===== src/rtl/assert_macros.svh =====
// ---------------------------------------------------------------------------
// Assertion macros
// Shared assertion shorthands; they expect clk and rst_n in scope.
// ---------------------------------------------------------------------------
`ifndef ASSERT_MACROS_SVH
`define ASSERT_MACROS_SVH

// property checked at every rising clock edge outside reset
`define ASSERT_SYNC(label, prop) \
  label: assert property (@(posedge clk) disable iff (!rst_n) (prop)) \
    else $error("assertion failed: %m");

// implication form
`define ASSERT_IMPL(label, pre, post) \
  `ASSERT_SYNC(label, (pre) |-> (post))

`endif


===== src/rtl/mrm_pkg.sv =====
`timescale 1ns / 1ps
// ---------------------------------------------------------------------------
// mrm_pkg
// Types, widths and constants of the motion roughness monitor.
// ---------------------------------------------------------------------------
package mrm_pkg;

  localparam int DISTANCE_BITS_DEF = 32;
  localparam int DELAY_BITS_DEF    = 16;

  localparam int FRAC_BITS = 16;
  localparam int TIME_W    = 32;
  localparam int ROUGH_W   = 63;
  localparam int SPEED_W   = 48;
  localparam int ACCEL_W   = 64;

  localparam int PADDR_W     = 4;
  localparam int PDATA_W     = 64;
  localparam int REG_SEL_BIT = 3;

  localparam logic REG_TIME_LIMIT  = 1'b0;
  localparam logic REG_ROUGH_LIMIT = 1'b1;

  localparam logic CMD_START  = 1'b0;
  localparam logic CMD_SAMPLE = 1'b1;

  localparam logic [TIME_W-1:0]  TIME_LIMIT_RST  = 32'd5000000;
  localparam logic [ROUGH_W-1:0] ROUGH_LIMIT_RST = 63'd42949672960;
  localparam logic [TIME_W-1:0]  TIME_MAX        = '1;
  localparam logic [ROUGH_W-1:0] ROUGH_MAX       = '1;
  localparam logic [SPEED_W-1:0] SPEED_MAX       = {1'b0, {(SPEED_W-1){1'b1}}};

  typedef enum logic [1:0] {
    CAUSE_NONE,
    CAUSE_TARGET,
    CAUSE_TIME,
    CAUSE_ROUGH
  } cause_t;

  typedef enum logic [1:0] {
    PH_EMPTY,
    PH_BASE,
    PH_SPEED,
    PH_ACCEL
  } phase_t;

  typedef enum logic {
    OP_DIV,
    OP_MUL
  } iu_op_t;

  typedef struct packed {
    logic   start;
    iu_op_t op;
  } iu_ctrl_t;

  typedef struct packed {
    logic busy;
    logic done;
  } iu_stat_t;

  typedef struct packed {
    logic [TIME_W-1:0]  time_limit;
    logic [ROUGH_W-1:0] rough_limit;
  } cfg_t;

  typedef enum logic [3:0] {
    ST_IDLE,
    ST_TIME,
    ST_SPD_DIV,
    ST_SPD_WAIT,
    ST_SPD_SET,
    ST_DV,
    ST_ACC_DIV,
    ST_ACC_WAIT,
    ST_MUL,
    ST_MUL_WAIT,
    ST_ROUGH,
    ST_CHECK,
    ST_OUT
  } state_t;

  // dividend width of the shared unit: scaled distance or scaled speed delta
  function automatic int num_width(int dist_bits);
    int w;
    w = dist_bits + FRAC_BITS + 1;
    return (w > ACCEL_W) ? w : ACCEL_W;
  endfunction

endpackage


===== src/rtl/mrm_cfg_regs.sv =====
`timescale 1ns / 1ps
// ---------------------------------------------------------------------------
// mrm_cfg_regs
// APB register file: time limit and roughness limit.
// ---------------------------------------------------------------------------
module mrm_cfg_regs (
  input  logic                          clk,
  input  logic                          rst_n,
  input  logic                          psel,
  input  logic                          penable,
  input  logic                          pwrite,
  input  logic [mrm_pkg::PADDR_W-1:0]   paddr,
  input  logic [mrm_pkg::PDATA_W-1:0]   pwdata,
  output logic [mrm_pkg::PDATA_W-1:0]   prdata,
  output logic                          pready,
  output mrm_pkg::cfg_t                 cfg
);
  import mrm_pkg::*;

  logic [TIME_W-1:0]  time_limit_r;
  logic [ROUGH_W-1:0] rough_limit_r;
  logic               wr_en;
  logic               reg_sel;

  assign pready  = 1'b1;
  assign wr_en   = psel & penable & pwrite & pready;
  assign reg_sel = paddr[REG_SEL_BIT];

  always_ff @(posedge clk) begin
    if (!rst_n) begin
      time_limit_r  <= TIME_LIMIT_RST;
      rough_limit_r <= ROUGH_LIMIT_RST;
    end else if (wr_en) begin
      unique case (reg_sel)
        REG_TIME_LIMIT:  time_limit_r  <= pwdata[TIME_W-1:0];
        REG_ROUGH_LIMIT: rough_limit_r <= pwdata[ROUGH_W-1:0];
        default: ;
      endcase
    end
  end

  always_comb begin
    unique case (reg_sel)
      REG_TIME_LIMIT:  prdata = PDATA_W'(time_limit_r);
      REG_ROUGH_LIMIT: prdata = PDATA_W'(rough_limit_r);
      default:         prdata = '0;
    endcase
  end

  assign cfg = '{time_limit: time_limit_r, rough_limit: rough_limit_r};

endmodule


===== src/rtl/mrm_iter_unit.sv =====
`timescale 1ns / 1ps
`include "assert_macros.svh"
// ---------------------------------------------------------------------------
// mrm_iter_unit
// Shared bit-serial unit: restoring divide, or saturating shift-add multiply.
// ---------------------------------------------------------------------------
module mrm_iter_unit #(
  parameter  int DISTANCE_BITS = mrm_pkg::DISTANCE_BITS_DEF,
  parameter  int DELAY_BITS    = mrm_pkg::DELAY_BITS_DEF,
  localparam int NUM_W         = mrm_pkg::num_width(DISTANCE_BITS),
  localparam int DEN_W         = DELAY_BITS + 1
) (
  input  logic                 clk,
  input  logic                 rst_n,
  input  mrm_pkg::iu_ctrl_t    ctrl,
  input  logic [NUM_W-1:0]     op_a,
  input  logic [DEN_W-1:0]     op_b,
  output mrm_pkg::iu_stat_t    stat,
  output logic [NUM_W-1:0]     result
);
  import mrm_pkg::*;

  localparam int CNT_W = $clog2(NUM_W + 1);

  logic               busy_r, busy_nxt;
  logic               done_r, done_nxt;
  iu_op_t             op_r, op_nxt;
  logic [CNT_W-1:0]   cnt_r, cnt_nxt;
  logic [NUM_W-1:0]   sh_r, sh_nxt;
  logic [DEN_W-1:0]   den_r, den_nxt;
  logic [DEN_W-1:0]   rem_r, rem_nxt;
  logic [ROUGH_W-1:0] prod_r, prod_nxt;
  logic               over_r, over_nxt;

  logic [DEN_W:0]     rem_sh;
  logic [DEN_W:0]     rem_sub;
  logic               rem_ge;
  logic [ACCEL_W:0]   prod_sum;

  always_comb begin
    rem_sh   = {rem_r, sh_r[NUM_W-1]};
    rem_sub  = rem_sh - {1'b0, den_r};
    rem_ge   = (rem_sh >= {1'b0, den_r});
    prod_sum = {1'b0, prod_r, 1'b0} +
               (den_r[DEN_W-1] ? {1'b0, sh_r[ACCEL_W-1:0]} : {(ACCEL_W+1){1'b0}});

    busy_nxt = busy_r;
    done_nxt = 1'b0;
    op_nxt   = op_r;
    cnt_nxt  = cnt_r;
    sh_nxt   = sh_r;
    den_nxt  = den_r;
    rem_nxt  = rem_r;
    prod_nxt = prod_r;
    over_nxt = over_r;

    if (ctrl.start) begin
      busy_nxt = 1'b1;
      op_nxt   = ctrl.op;
      sh_nxt   = op_a;
      den_nxt  = op_b;
      rem_nxt  = '0;
      prod_nxt = '0;
      over_nxt = 1'b0;
      cnt_nxt  = (ctrl.op == OP_DIV) ? CNT_W'(NUM_W) : CNT_W'(DEN_W);
    end else if (busy_r) begin
      cnt_nxt = cnt_r - CNT_W'(1);
      if (cnt_r == CNT_W'(1)) begin
        busy_nxt = 1'b0;
        done_nxt = 1'b1;
      end
      unique case (op_r)
        OP_DIV: begin
          rem_nxt = rem_ge ? rem_sub[DEN_W-1:0] : rem_sh[DEN_W-1:0];
          sh_nxt  = {sh_r[NUM_W-2:0], rem_ge};
        end
        OP_MUL: begin
          // multiplier MSB first; once past the cap it stays saturated
          den_nxt  = den_r << 1;
          prod_nxt = prod_sum[ROUGH_W-1:0];
          over_nxt = over_r | (prod_sum[ACCEL_W:ROUGH_W] != 2'b00);
        end
        default: ;
      endcase
    end
  end

  always_ff @(posedge clk) begin
    if (!rst_n) begin
      busy_r <= 1'b0;
      done_r <= 1'b0;
      op_r   <= OP_DIV;
      cnt_r  <= '0;
    end else begin
      busy_r <= busy_nxt;
      done_r <= done_nxt;
      op_r   <= op_nxt;
      cnt_r  <= cnt_nxt;
    end
  end

  always_ff @(posedge clk) begin
    sh_r   <= sh_nxt;
    den_r  <= den_nxt;
    rem_r  <= rem_nxt;
    prod_r <= prod_nxt;
    over_r <= over_nxt;
  end

  assign stat   = '{busy: busy_r, done: done_r};
  assign result = (op_r == OP_MUL) ? NUM_W'(over_r ? ROUGH_MAX : prod_r) : sh_r;

  `ASSERT_IMPL(a_start_when_free, ctrl.start, !busy_r)
  `ASSERT_IMPL(a_idle_count_clear, !busy_r, cnt_r == '0)
  `ASSERT_IMPL(a_done_after_busy, done_r, !busy_r && $past(busy_r))

endmodule


===== src/rtl/motion_roughness_monitor.sv =====
`timescale 1ns / 1ps
`include "assert_macros.svh"
// ---------------------------------------------------------------------------
// motion_roughness_monitor
// Tracks one move from timed distance samples and ends it on target, time
// limit or integrated acceleration limit.
// ---------------------------------------------------------------------------
// One transaction at a time. A start passes the limit check and output
// steps; a target hit or a sample outside a run goes straight to output; a
// first sample adds the time step; a sample that yields a speed adds the
// speed divide; one that yields an acceleration adds the speed delta, the
// acceleration divide, the multiply and the roughness sum. The bit-serial
// divide/multiply unit, NUM_W = max(DISTANCE_BITS + 17, 64) bits wide, runs
// one bit per cycle: two divisions (speed, acceleration) and one saturating
// multiply (integration step). The result sits in an output register, so a
// new transaction is taken while it waits; a report still stalled when the
// next one is ready holds the block in its output step until it is taken.
module motion_roughness_monitor #(
  parameter int DISTANCE_BITS = mrm_pkg::DISTANCE_BITS_DEF,
  parameter int DELAY_BITS    = mrm_pkg::DELAY_BITS_DEF
) (
  input  logic                              clk,
  input  logic                              rst_n,

  input  logic                              in_valid,
  output logic                              in_stall,
  input  logic                              in_cmd,
  input  logic signed [DISTANCE_BITS-1:0]   in_distance,
  input  logic [DELAY_BITS-1:0]             in_elapsed_us,
  input  logic                              in_target_hit,

  output logic                              out_valid,
  input  logic                              out_stall,
  output logic                              out_running,
  output logic [1:0]                        out_end_cause,
  output logic [mrm_pkg::TIME_W-1:0]        out_total_time_us,
  output logic [mrm_pkg::ROUGH_W-1:0]       out_roughness,

  input  logic                              psel,
  input  logic                              penable,
  input  logic                              pwrite,
  input  logic [mrm_pkg::PADDR_W-1:0]       paddr,
  input  logic [mrm_pkg::PDATA_W-1:0]       pwdata,
  output logic [mrm_pkg::PDATA_W-1:0]       prdata,
  output logic                              pready
);
  import mrm_pkg::*;

  localparam int DB    = DISTANCE_BITS;
  localparam int NUM_W = num_width(DISTANCE_BITS);
  localparam int DEN_W = DELAY_BITS + 1;

  cfg_t               cfg;
  iu_ctrl_t           iu_ctrl;
  iu_stat_t           iu_stat;
  logic [NUM_W-1:0]   iu_a;
  logic [DEN_W-1:0]   iu_b;
  logic [NUM_W-1:0]   iu_res;

  // control state
  state_t             state_r, state_nxt;
  logic               run_active_r, run_active_nxt;
  cause_t             stop_reason_r, stop_reason_nxt;
  phase_t             phase_r, phase_nxt;
  logic [TIME_W-1:0]  time_total_r, time_total_nxt;
  logic [ROUGH_W-1:0] rough_total_r, rough_total_nxt;
  logic               out_valid_r, out_valid_nxt;

  // run history and per-transaction work registers
  logic signed [DB-1:0]     last_dist_r, last_dist_nxt;
  logic [SPEED_W-1:0]       last_speed_r, last_speed_nxt;
  logic [ACCEL_W-1:0]       last_accel_r, last_accel_nxt;
  logic [DELAY_BITS-1:0]    last_delay_r, last_delay_nxt;
  logic signed [DB-1:0]     dist_r, dist_nxt;
  logic [DELAY_BITS-1:0]    delay_r, delay_nxt;
  logic [DB:0]              diff_r, diff_nxt;
  logic [SPEED_W-1:0]       speed_r, speed_nxt;
  logic [SPEED_W:0]         dv_r, dv_nxt;
  logic [ACCEL_W-1:0]       accel_r, accel_nxt;

  logic                     out_running_r, out_running_nxt;
  logic [1:0]               out_cause_r, out_cause_nxt;
  logic [TIME_W-1:0]        out_time_r, out_time_nxt;
  logic [ROUGH_W-1:0]       out_rough_r, out_rough_nxt;

  logic [TIME_W:0]          time_sum;
  logic [DB:0]              diff_mag;
  logic [SPEED_W-1:0]       speed_q;
  logic [SPEED_W-1:0]       speed_sgn;
  logic [SPEED_W:0]         dv_mag;
  logic [ACCEL_W-1:0]       accel_q;
  logic [ACCEL_W-1:0]       mcand;
  logic [ROUGH_W:0]         rough_sum;

  mrm_cfg_regs u_cfg (
    .clk     (clk),
    .rst_n   (rst_n),
    .psel    (psel),
    .penable (penable),
    .pwrite  (pwrite),
    .paddr   (paddr),
    .pwdata  (pwdata),
    .prdata  (prdata),
    .pready  (pready),
    .cfg     (cfg)
  );

  mrm_iter_unit #(
    .DISTANCE_BITS (DISTANCE_BITS),
    .DELAY_BITS    (DELAY_BITS)
  ) u_iter (
    .clk    (clk),
    .rst_n  (rst_n),
    .ctrl   (iu_ctrl),
    .op_a   (iu_a),
    .op_b   (iu_b),
    .stat   (iu_stat),
    .result (iu_res)
  );

  always_comb begin
    time_sum  = {1'b0, time_total_r} + (TIME_W+1)'(delay_r);
    diff_mag  = diff_r[DB] ? -diff_r : diff_r;
    speed_q   = (iu_res > NUM_W'(SPEED_MAX)) ? SPEED_MAX : iu_res[SPEED_W-1:0];
    speed_sgn = diff_r[DB] ? -speed_q : speed_q;
    dv_mag    = dv_r[SPEED_W] ? -dv_r : dv_r;
    accel_q   = iu_res[ACCEL_W-1:0];
    // trapezoid: floor of the mean of this and the previous acceleration; the first acceleration of a run is used as is
    mcand     = (phase_r == PH_SPEED) ? accel_q :
                ({1'b0, accel_q[ACCEL_W-1:1]} + {1'b0, last_accel_r[ACCEL_W-1:1]} +
                 ACCEL_W'(accel_q[0] & last_accel_r[0]));
    rough_sum = {1'b0, rough_total_r} + {1'b0, iu_res[ROUGH_W-1:0]};
  end

  always_comb begin
    state_nxt       = state_r;
    run_active_nxt  = run_active_r;
    stop_reason_nxt = stop_reason_r;
    phase_nxt       = phase_r;
    time_total_nxt  = time_total_r;
    rough_total_nxt = rough_total_r;
    out_valid_nxt   = out_valid_r;
    last_dist_nxt   = last_dist_r;
    last_speed_nxt  = last_speed_r;
    last_accel_nxt  = last_accel_r;
    last_delay_nxt  = last_delay_r;
    dist_nxt        = dist_r;
    delay_nxt       = delay_r;
    diff_nxt        = diff_r;
    speed_nxt       = speed_r;
    dv_nxt          = dv_r;
    accel_nxt       = accel_r;
    out_running_nxt = out_running_r;
    out_cause_nxt   = out_cause_r;
    out_time_nxt    = out_time_r;
    out_rough_nxt   = out_rough_r;
    iu_ctrl         = '{start: 1'b0, op: OP_DIV};
    iu_a            = '0;
    iu_b            = '0;
    in_stall        = (state_r != ST_IDLE);

    if (out_valid_r && !out_stall) begin
      out_valid_nxt = 1'b0;
    end

    unique case (state_r)
      ST_IDLE: begin
        if (in_valid) begin
          if (in_cmd == CMD_START) begin
            time_total_nxt  = '0;
            rough_total_nxt = '0;
            phase_nxt       = PH_EMPTY;
            run_active_nxt  = 1'b1;
            stop_reason_nxt = CAUSE_NONE;
            state_nxt       = ST_CHECK;
          end else if (!run_active_r) begin
            state_nxt = ST_OUT;
          end else if (in_target_hit) begin
            run_active_nxt  = 1'b0;
            stop_reason_nxt = CAUSE_TARGET;
            state_nxt       = ST_OUT;
          end else begin
            dist_nxt  = in_distance;
            delay_nxt = (in_elapsed_us == '0) ? DELAY_BITS'(1) : in_elapsed_us;
            state_nxt = ST_TIME;
          end
        end
      end
      ST_TIME: begin
        time_total_nxt = time_sum[TIME_W] ? TIME_MAX : time_sum[TIME_W-1:0];
        diff_nxt       = {dist_r[DB-1], dist_r} - {last_dist_r[DB-1], last_dist_r};
        if (phase_r == PH_EMPTY) begin
          phase_nxt      = PH_BASE;
          last_dist_nxt  = dist_r;
          last_delay_nxt = delay_r;
          state_nxt      = ST_CHECK;
        end else begin
          state_nxt = ST_SPD_DIV;
        end
      end
      ST_SPD_DIV: begin
        iu_ctrl   = '{start: 1'b1, op: OP_DIV};
        iu_a      = NUM_W'({diff_mag, {FRAC_BITS{1'b0}}});
        iu_b      = DEN_W'(delay_r);
        state_nxt = ST_SPD_WAIT;
      end
      ST_SPD_WAIT: begin
        if (iu_stat.done) begin
          state_nxt = ST_SPD_SET;
        end
      end
      ST_SPD_SET: begin
        if (phase_r == PH_BASE) begin
          last_speed_nxt = speed_sgn;
          phase_nxt      = PH_SPEED;
          last_dist_nxt  = dist_r;
          last_delay_nxt = delay_r;
          state_nxt      = ST_CHECK;
        end else begin
          speed_nxt = speed_sgn;
          state_nxt = ST_DV;
        end
      end
      ST_DV: begin
        dv_nxt    = {speed_r[SPEED_W-1], speed_r} -
                    {last_speed_r[SPEED_W-1], last_speed_r};
        state_nxt = ST_ACC_DIV;
      end
      ST_ACC_DIV: begin
        iu_ctrl   = '{start: 1'b1, op: OP_DIV};
        iu_a      = NUM_W'({dv_mag[SPEED_W-1:0], {FRAC_BITS{1'b0}}});
        iu_b      = DEN_W'(last_delay_r) + DEN_W'(delay_r);
        state_nxt = ST_ACC_WAIT;
      end
      ST_ACC_WAIT: begin
        if (iu_stat.done) begin
          state_nxt = ST_MUL;
        end
      end
      ST_MUL: begin
        accel_nxt = accel_q;
        iu_ctrl   = '{start: 1'b1, op: OP_MUL};
        iu_a      = NUM_W'(mcand);
        iu_b      = DEN_W'(last_delay_r);
        state_nxt = ST_MUL_WAIT;
      end
      ST_MUL_WAIT: begin
        if (iu_stat.done) begin
          state_nxt = ST_ROUGH;
        end
      end
      ST_ROUGH: begin
        rough_total_nxt = rough_sum[ROUGH_W] ? ROUGH_MAX : rough_sum[ROUGH_W-1:0];
        last_accel_nxt  = accel_r;
        last_speed_nxt  = speed_r;
        last_dist_nxt   = dist_r;
        last_delay_nxt  = delay_r;
        phase_nxt       = PH_ACCEL;
        state_nxt       = ST_CHECK;
      end
      ST_CHECK: begin
        if (run_active_r) begin
          if (time_total_r >= cfg.time_limit) begin
            run_active_nxt  = 1'b0;
            stop_reason_nxt = CAUSE_TIME;
          end else if (rough_total_r >= cfg.rough_limit) begin
            run_active_nxt  = 1'b0;
            stop_reason_nxt = CAUSE_ROUGH;
          end
        end
        state_nxt = ST_OUT;
      end
      ST_OUT: begin
        if (!out_valid_r || !out_stall) begin
          out_valid_nxt   = 1'b1;
          out_running_nxt = run_active_r;
          out_cause_nxt   = stop_reason_r;
          out_time_nxt    = time_total_r;
          out_rough_nxt   = rough_total_r;
          state_nxt       = ST_IDLE;
        end
      end
      default: begin
        state_nxt = ST_IDLE;
      end
    endcase
  end

  always_ff @(posedge clk) begin
    if (!rst_n) begin
      state_r       <= ST_IDLE;
      run_active_r  <= 1'b0;
      stop_reason_r <= CAUSE_NONE;
      phase_r       <= PH_EMPTY;
      time_total_r  <= '0;
      rough_total_r <= '0;
      out_valid_r   <= 1'b0;
    end else begin
      state_r       <= state_nxt;
      run_active_r  <= run_active_nxt;
      stop_reason_r <= stop_reason_nxt;
      phase_r       <= phase_nxt;
      time_total_r  <= time_total_nxt;
      rough_total_r <= rough_total_nxt;
      out_valid_r   <= out_valid_nxt;
    end
  end

  always_ff @(posedge clk) begin
    last_dist_r   <= last_dist_nxt;
    last_speed_r  <= last_speed_nxt;
    last_accel_r  <= last_accel_nxt;
    last_delay_r  <= last_delay_nxt;
    dist_r        <= dist_nxt;
    delay_r       <= delay_nxt;
    diff_r        <= diff_nxt;
    speed_r       <= speed_nxt;
    dv_r          <= dv_nxt;
    accel_r       <= accel_nxt;
    out_running_r <= out_running_nxt;
    out_cause_r   <= out_cause_nxt;
    out_time_r    <= out_time_nxt;
    out_rough_r   <= out_rough_nxt;
  end

  assign out_valid         = out_valid_r;
  assign out_running       = out_running_r;
  assign out_end_cause     = out_cause_r;
  assign out_total_time_us = out_time_r;
  assign out_roughness     = out_rough_r;

  `ASSERT_IMPL(a_running_no_cause, run_active_r, stop_reason_r == CAUSE_NONE)
  `ASSERT_IMPL(a_accept_unit_free, !in_stall, !iu_stat.busy)
  `ASSERT_IMPL(a_rough_needs_speed, state_r == ST_ROUGH,
               phase_r == PH_SPEED || phase_r == PH_ACCEL)

endmodule

===== config.mk =====
export PLATFORM = sky130hd
export DESIGN_NAME = motion_roughness_monitor
export DESIGN_NICKNAME = d
export VERILOG_FILES = /design/src/rtl/mrm_pkg.sv /design/src/rtl/mrm_cfg_regs.sv /design/src/rtl/mrm_iter_unit.sv /design/src/rtl/motion_roughness_monitor.sv
export VERILOG_INCLUDE_DIRS = /design/src /design/src/rtl
export SDC_FILE = /design/constraint.sdc
export NUM_CORES = 2
export LEC_CHECK = 0
export BUFFER_PORTS_ARGS = -buffer_cell sky130_fd_sc_hd__buf_2
export CAP_MARGIN = 20
export CELL_PAD_IN_SITES_DETAIL_PLACEMENT = 1
export CELL_PAD_IN_SITES_GLOBAL_PLACEMENT = 1
export CORE_MARGIN = 4
export CORE_UTILIZATION = 53
export CTS_CLUSTER_DIAMETER = 50
export DETAILED_ROUTE_END_ITERATION = 7
export PLACE_DENSITY_LB_ADDON = 0.1
export SLEW_MARGIN = 10
export SYNTH_ARGS = -nofsm -noshare
export SYNTH_HDL_FRONTEND = slang
export SYNTH_HIERARCHICAL = 1
export SYNTH_SLANG_ARGS = --single-unit

===== constraint.sdc =====
create_clock -name clk -period 10.7 [get_ports clk]
set_input_delay 1.605 -clock clk [delete_from_list [all_inputs] [get_ports clk]]
set_output_delay 1.605 -clock clk [all_outputs]
set_load 0.005 [all_outputs]

Yosys cells after proc, flatten, opt, wreduce, memory -nomap -nowiden --
Cells that the tools add are included.
Cells by class: $lt $le $gt $ge 4, mux-type cells 77, eq/ne operators 28, $add $sub $neg 13, reduce and logical (&&, ||, !) cells 36, bitwise logic cells 10
Operators by type and width (number):
- 64-bit 2-to-1 mux | 6
- 63-bit 2-to-1 mux | 4
- 48-bit 2-to-1 mux | 4
- 64-bit case mux with 3 select lines | 1
- 32-bit 2-to-1 mux | 5
- 63-bit by 63-bit adder with 64-bit output | 2
- 64-bit case mux with 2 select lines | 1
- 63-bit case mux with 2 select lines | 1
- 48-bit negator | 2
- 32-bit case mux with 3 select lines | 1
- 48-bit case mux with 2 select lines | 1
- 17-bit 2-to-1 mux | 4
- 64-bit by 65-bit adder with 65-bit output | 1
- 64-bit by 1-bit adder with 64-bit output | 1
- 64-bit by 47-bit > comparator with 1-bit output (second input constant) | 1
- 32-bit case mux with 2 select lines | 1
- 63-bit >= comparator | 1
- 4-bit case mux with 13 select lines | 1
- 17-bit case mux with 3 select lines | 1
- 48-bit by 48-bit subtractor with 49-bit output | 1
- 16-bit case mux with 3 select lines | 1
- 4-bit 2-to-1 mux | 10
- 32-bit by 16-bit adder with 33-bit output | 1
- 33-bit 2-to-1 mux | 1
- other kinds (42) | 115
Word-level totals: logic and storage cells 200, input bits 125, output and inout port bits 165, register bits after elaboration 872

Longest topological paths before layout --
word-level depth 8, gate-level depth with buffers 23, depth with buffers taken out 17

Modules after synthesis --
Netlist, hierarchy kept.
By module, submodules not included:
- motion_roughness_monitor | area an instance 40087.2 um^2, times used 1, cells each 4223, seq. area each 17116.4 um^2
- mrm_iter_unit | area an instance 12121.6 um^2, times used 1, cells each 1368, seq. area each 4254.1 um^2
- mrm_cfg_regs | area an instance 4359.2 um^2, times used 1, cells each 462, seq. area each 1901.8 um^2

Least setup slack after synthesis --
Ideal clock, no wire load.
kind input port to flip-flop, start point input out_stall, end point register out_cause_r[0] (netlist: out_end_cause[0]) (enable), stages on the path 1, path buffers 0, data required time 10113 ps, setup slack 3879 ps, arrival time 6234 ps, library setup time 587 ps, cells stage by stage a21oi_1
On the way: word-level cells in the longest chain between the ends 3
RTL lines:
- from (decl) | line motion_roughness_monitor.sv:33 | input logic out_stall,
- 1-bit zero test | line motion_roughness_monitor.sv:274 | if (!out_valid_r || !out_stall) begin
- 1-bit logical OR | line motion_roughness_monitor.sv:274
- 2-bit AND reduction (no line)
- to (signal assigned) | line motion_roughness_monitor.sv:321 | out_cause_r <= out_cause_nxt;
- to (decl) | line motion_roughness_monitor.sv:82 | logic [1:0] out_cause_r, out_cause_nxt;
No other way between the ends. A chain may end at the register's enable or synchronous reset.

Final worst setup path --
start point register u_iter.op_r, end point register last_speed_r[44], data pin
On the way: word-level cells in the longest chain between the ends 7
RTL lines:
- from (decl) | line mrm_iter_unit.sv:27 | iu_op_t op_r, op_nxt;
- from (signal assigned) | line mrm_iter_unit.sv:97 | op_r <= op_nxt;
- 64-bit 2-to-1 mux * | line mrm_iter_unit.sv:111 | assign result = (op_r == OP_MUL) ? NUM_W'(over_r ? ROUGH_MAX : prod_r) : sh_r;
- via accel_q[57] | line motion_roughness_monitor.sv:91 | logic [ACCEL_W-1:0] accel_q;
- 64-bit by 47-bit > comparator with 1-bit output * | line motion_roughness_monitor.sv:124 | speed_q = (iu_res > NUM_W'(SPEED_MAX)) ? SPEED_MAX : iu_res[SPEED_W-1:0];
- 48-bit 2-to-1 mux * | line motion_roughness_monitor.sv:124
- 48-bit negator | line motion_roughness_monitor.sv:125 | speed_sgn = diff_r[DB] ? -speed_q : speed_q;
- 48-bit 2-to-1 mux * | line motion_roughness_monitor.sv:125
- via speed_sgn[44] | line motion_roughness_monitor.sv:89 | logic [SPEED_W-1:0] speed_sgn;
- 48-bit 2-to-1 mux * | line motion_roughness_monitor.sv:213 | if (phase_r == PH_BASE) begin
- 48-bit case mux with 2 select lines * | line motion_roughness_monitor.sv:166 | unique case (state_r)
- via last_speed_nxt[44] | line motion_roughness_monitor.sv:71 | logic [SPEED_W-1:0] last_speed_r, last_speed_nxt;
- to (signal assigned) | line motion_roughness_monitor.sv:311 | last_speed_r <= last_speed_nxt;
- to (decl) | line motion_roughness_monitor.sv:71
The timed path passes the listed nets; every way through them passes the cells marked *. The select of a mux whose other input is x is not followed.

==> metrics.txt <==
Pre-antenna DRT Iters=6; CTS tree=built; Achievable Freq=approximately 150 MHz; global-route wire length before repair=290 mm; core area=106000 um^2; Initial Util=53.6%; Area Growth Syn to Fin=11.7%; cts bufs inserted=118; synthesized area=approximately 57000 um^2; mean area per synthesized cell=9.35 um^2; ANT nets after route=0; die height=between 300 and 400 um; Worst Skew=0.0263 ns; detailed-route via count=48620; HP Class=flip-flop to flip-flop; post-layout min period=about 6.9 ns; Synth Net Count=6603; Total GRT Usage=32.7%; final setup violation count=0; postcts setup bufs=0; Remaining Overflow, GRT=0; Yosys warnings=6; FP Rows=roughly 120; PwrDens=273 nW/um^2; worst skew pair latency=around 0.73 ns; number of global-route vias before repair=50427; Startpoint Class=flip-flop; H-tree Lvls=3; dpl hpwl=roughly 140 mm; hold_ws=between 0.4 and 0.5 ns; setup TNS=0 ns; Final Cycle Share=~64%; Initial DRC Count=3644; post-synthesis cell count=6052; slew margin rel.=between 20 and 25%; Peak supply drop=0.176 mV; WL final=188 mm; CP Class=flip-flop to flip-flop; CP Capture Type=flip-flop; initial antenna violation count=1; flop2flop setup slack=about 3.8 ns; Max Cap Viol=0; static leakage=25.5 nW; I/O pin count=between 200 and 300; final hold viol count=0; CP Data Required Time=around 11 ns; CP Data Arrival Time=7.36 ns; status=finished clean; WL/cell=24.4 um; Die Wd=approximately 330 um; Max Buffers Root-to-Sink=3; drc violations=0; RSZ-0062 raised after global routing=false; clk sinks=roughly 870; worst-path fanout max=60; Final Util=59.8%; CTS Hold Bufs=0; layout cell share with drive strength beyond 1=between 10% and 20%; largest net degree at the start of global routing=87; vias per cell=6.29; Slew Limit Fails=0; CTS clk-pin slew, worst paths=0.06 ns; Root Buffer=clkbuf_16; IO buf count=283; # nets final=6783; GPL Wtd Cong=0.966; Worst Tran Pin Value=1.17 ns; PostCTS Resize Cnt=0; die area=roughly 110000 um^2
[path summary, 6_finish.rpt]
| check | start | endpoint | cells past startpoint |
|---|---|---|---|
| max reg2reg | u_iter/op_r | last_speed_r[44] | 19 |
| min | accel_r[17] | last_accel_r[17] | 0 |
| max | u_iter/op_r | last_speed_r[44] | 19 |
| min reg2reg | accel_r[17] | last_accel_r[17] | 0 |
[flip-flops by register name, summed over array words and instances, names as in the netlist, 4 cells and up]
signal	cells
accel_r	64
delay_r	16
diff_r	33
dist_r	32
dv_r	49
last_accel_r	64
last_delay_r	16
last_dist_r	32
last_speed_r	48
out_roughness	63
out_total_time_us	32
rough_total_r	63
speed_r	48
state_r	4
time_total_r	32
u_cfg/rough_limit_r	63
u_cfg/time_limit_r	32
u_iter/cnt_r	7
u_iter/den_r	17
u_iter/prod_r	63
u_iter/rem_r	17
u_iter/sh_r	64
[through the flow]
stage	std cells	setup WS (ns)	power, mW	area, um^2
6_report	7728	3.81	17.3	63200
5_1_grt	7728	3.47	18.2	63200
4_1_cts	7726	4.05	17.2	63200
3_5_place_dp	7502	4.11	13.0	59100
3_3_place_gp	7502	4.27	12.8	59100
2_1_floorplan	6052	3.88	10.4	56600
[power breakdown]
group / leakage [nW] / switching (mW) / internal (mW)
Combinational: 15.8 / 5.40 / 2.83
Sequential: 7.70 / 0.420 / 4.56
Clock: 1.96 / 1.63 / 2.42
[placed cells by master, fill, tap and decap left out, drive strengths merged, types with 167 or more instances in the layout]
| master | instances |
|---|---|
| o21ai | 424 |
| dfxtp | 291 |
| nor2 | 429 |
| a21oi | 486 |
| xnor2 | 235 |
| buf | 353 |
| nand2 | 636 |
| edfxtp | 581 |
| ha | 417 |
| inv | 329 |
| a21o | 167 |
[layer usage]
metal	vias up	wire (um)	global-route usage, %	part of all wire (%)
met3	445	9550	4.82	5.1
met1	24238	76300	39.8	40
met4	0	9110	14.1	4.8
li1	22539	-	-	-
met5	-	0	0	0
met2	1398	93400	57.9	50
[cell type report]
type | instances | area (um^2)
Clock inverter | 66 | 741
Inverter | 313 | 1180
Multi-Input combinational cell | 4574 | 31000
Fill cell | 11944 | 42400
Clock buffer | 158 | 3290
Antenna cell | 1 | 2.50
Tap cell | 1391 | 1740
Timing Repair Buffer | 353 | 1960
Sequential cell | 872 | 23300
[critical path, stage by stage (launching register included)]
cell      delay (ns)
dfxtp_2         0.31
buf_4           0.35
nand2b_2        0.12
buf_4           0.36
o22a_1          0.46
nor4_1          0.34
nand4_1         0.53
or2_2           0.59
nor2_1          0.22
ha_1            0.22
nor3b_1         0.37
nand2_1         0.25
nor4_1          0.62
nand3_1         0.18
or3_1           0.42
o41ai_1         0.35
buf_4           0.21
a21bo_2         0.22
a22o_1          0.20
mux2_2          0.27
(Power assumes the default switching activity.)
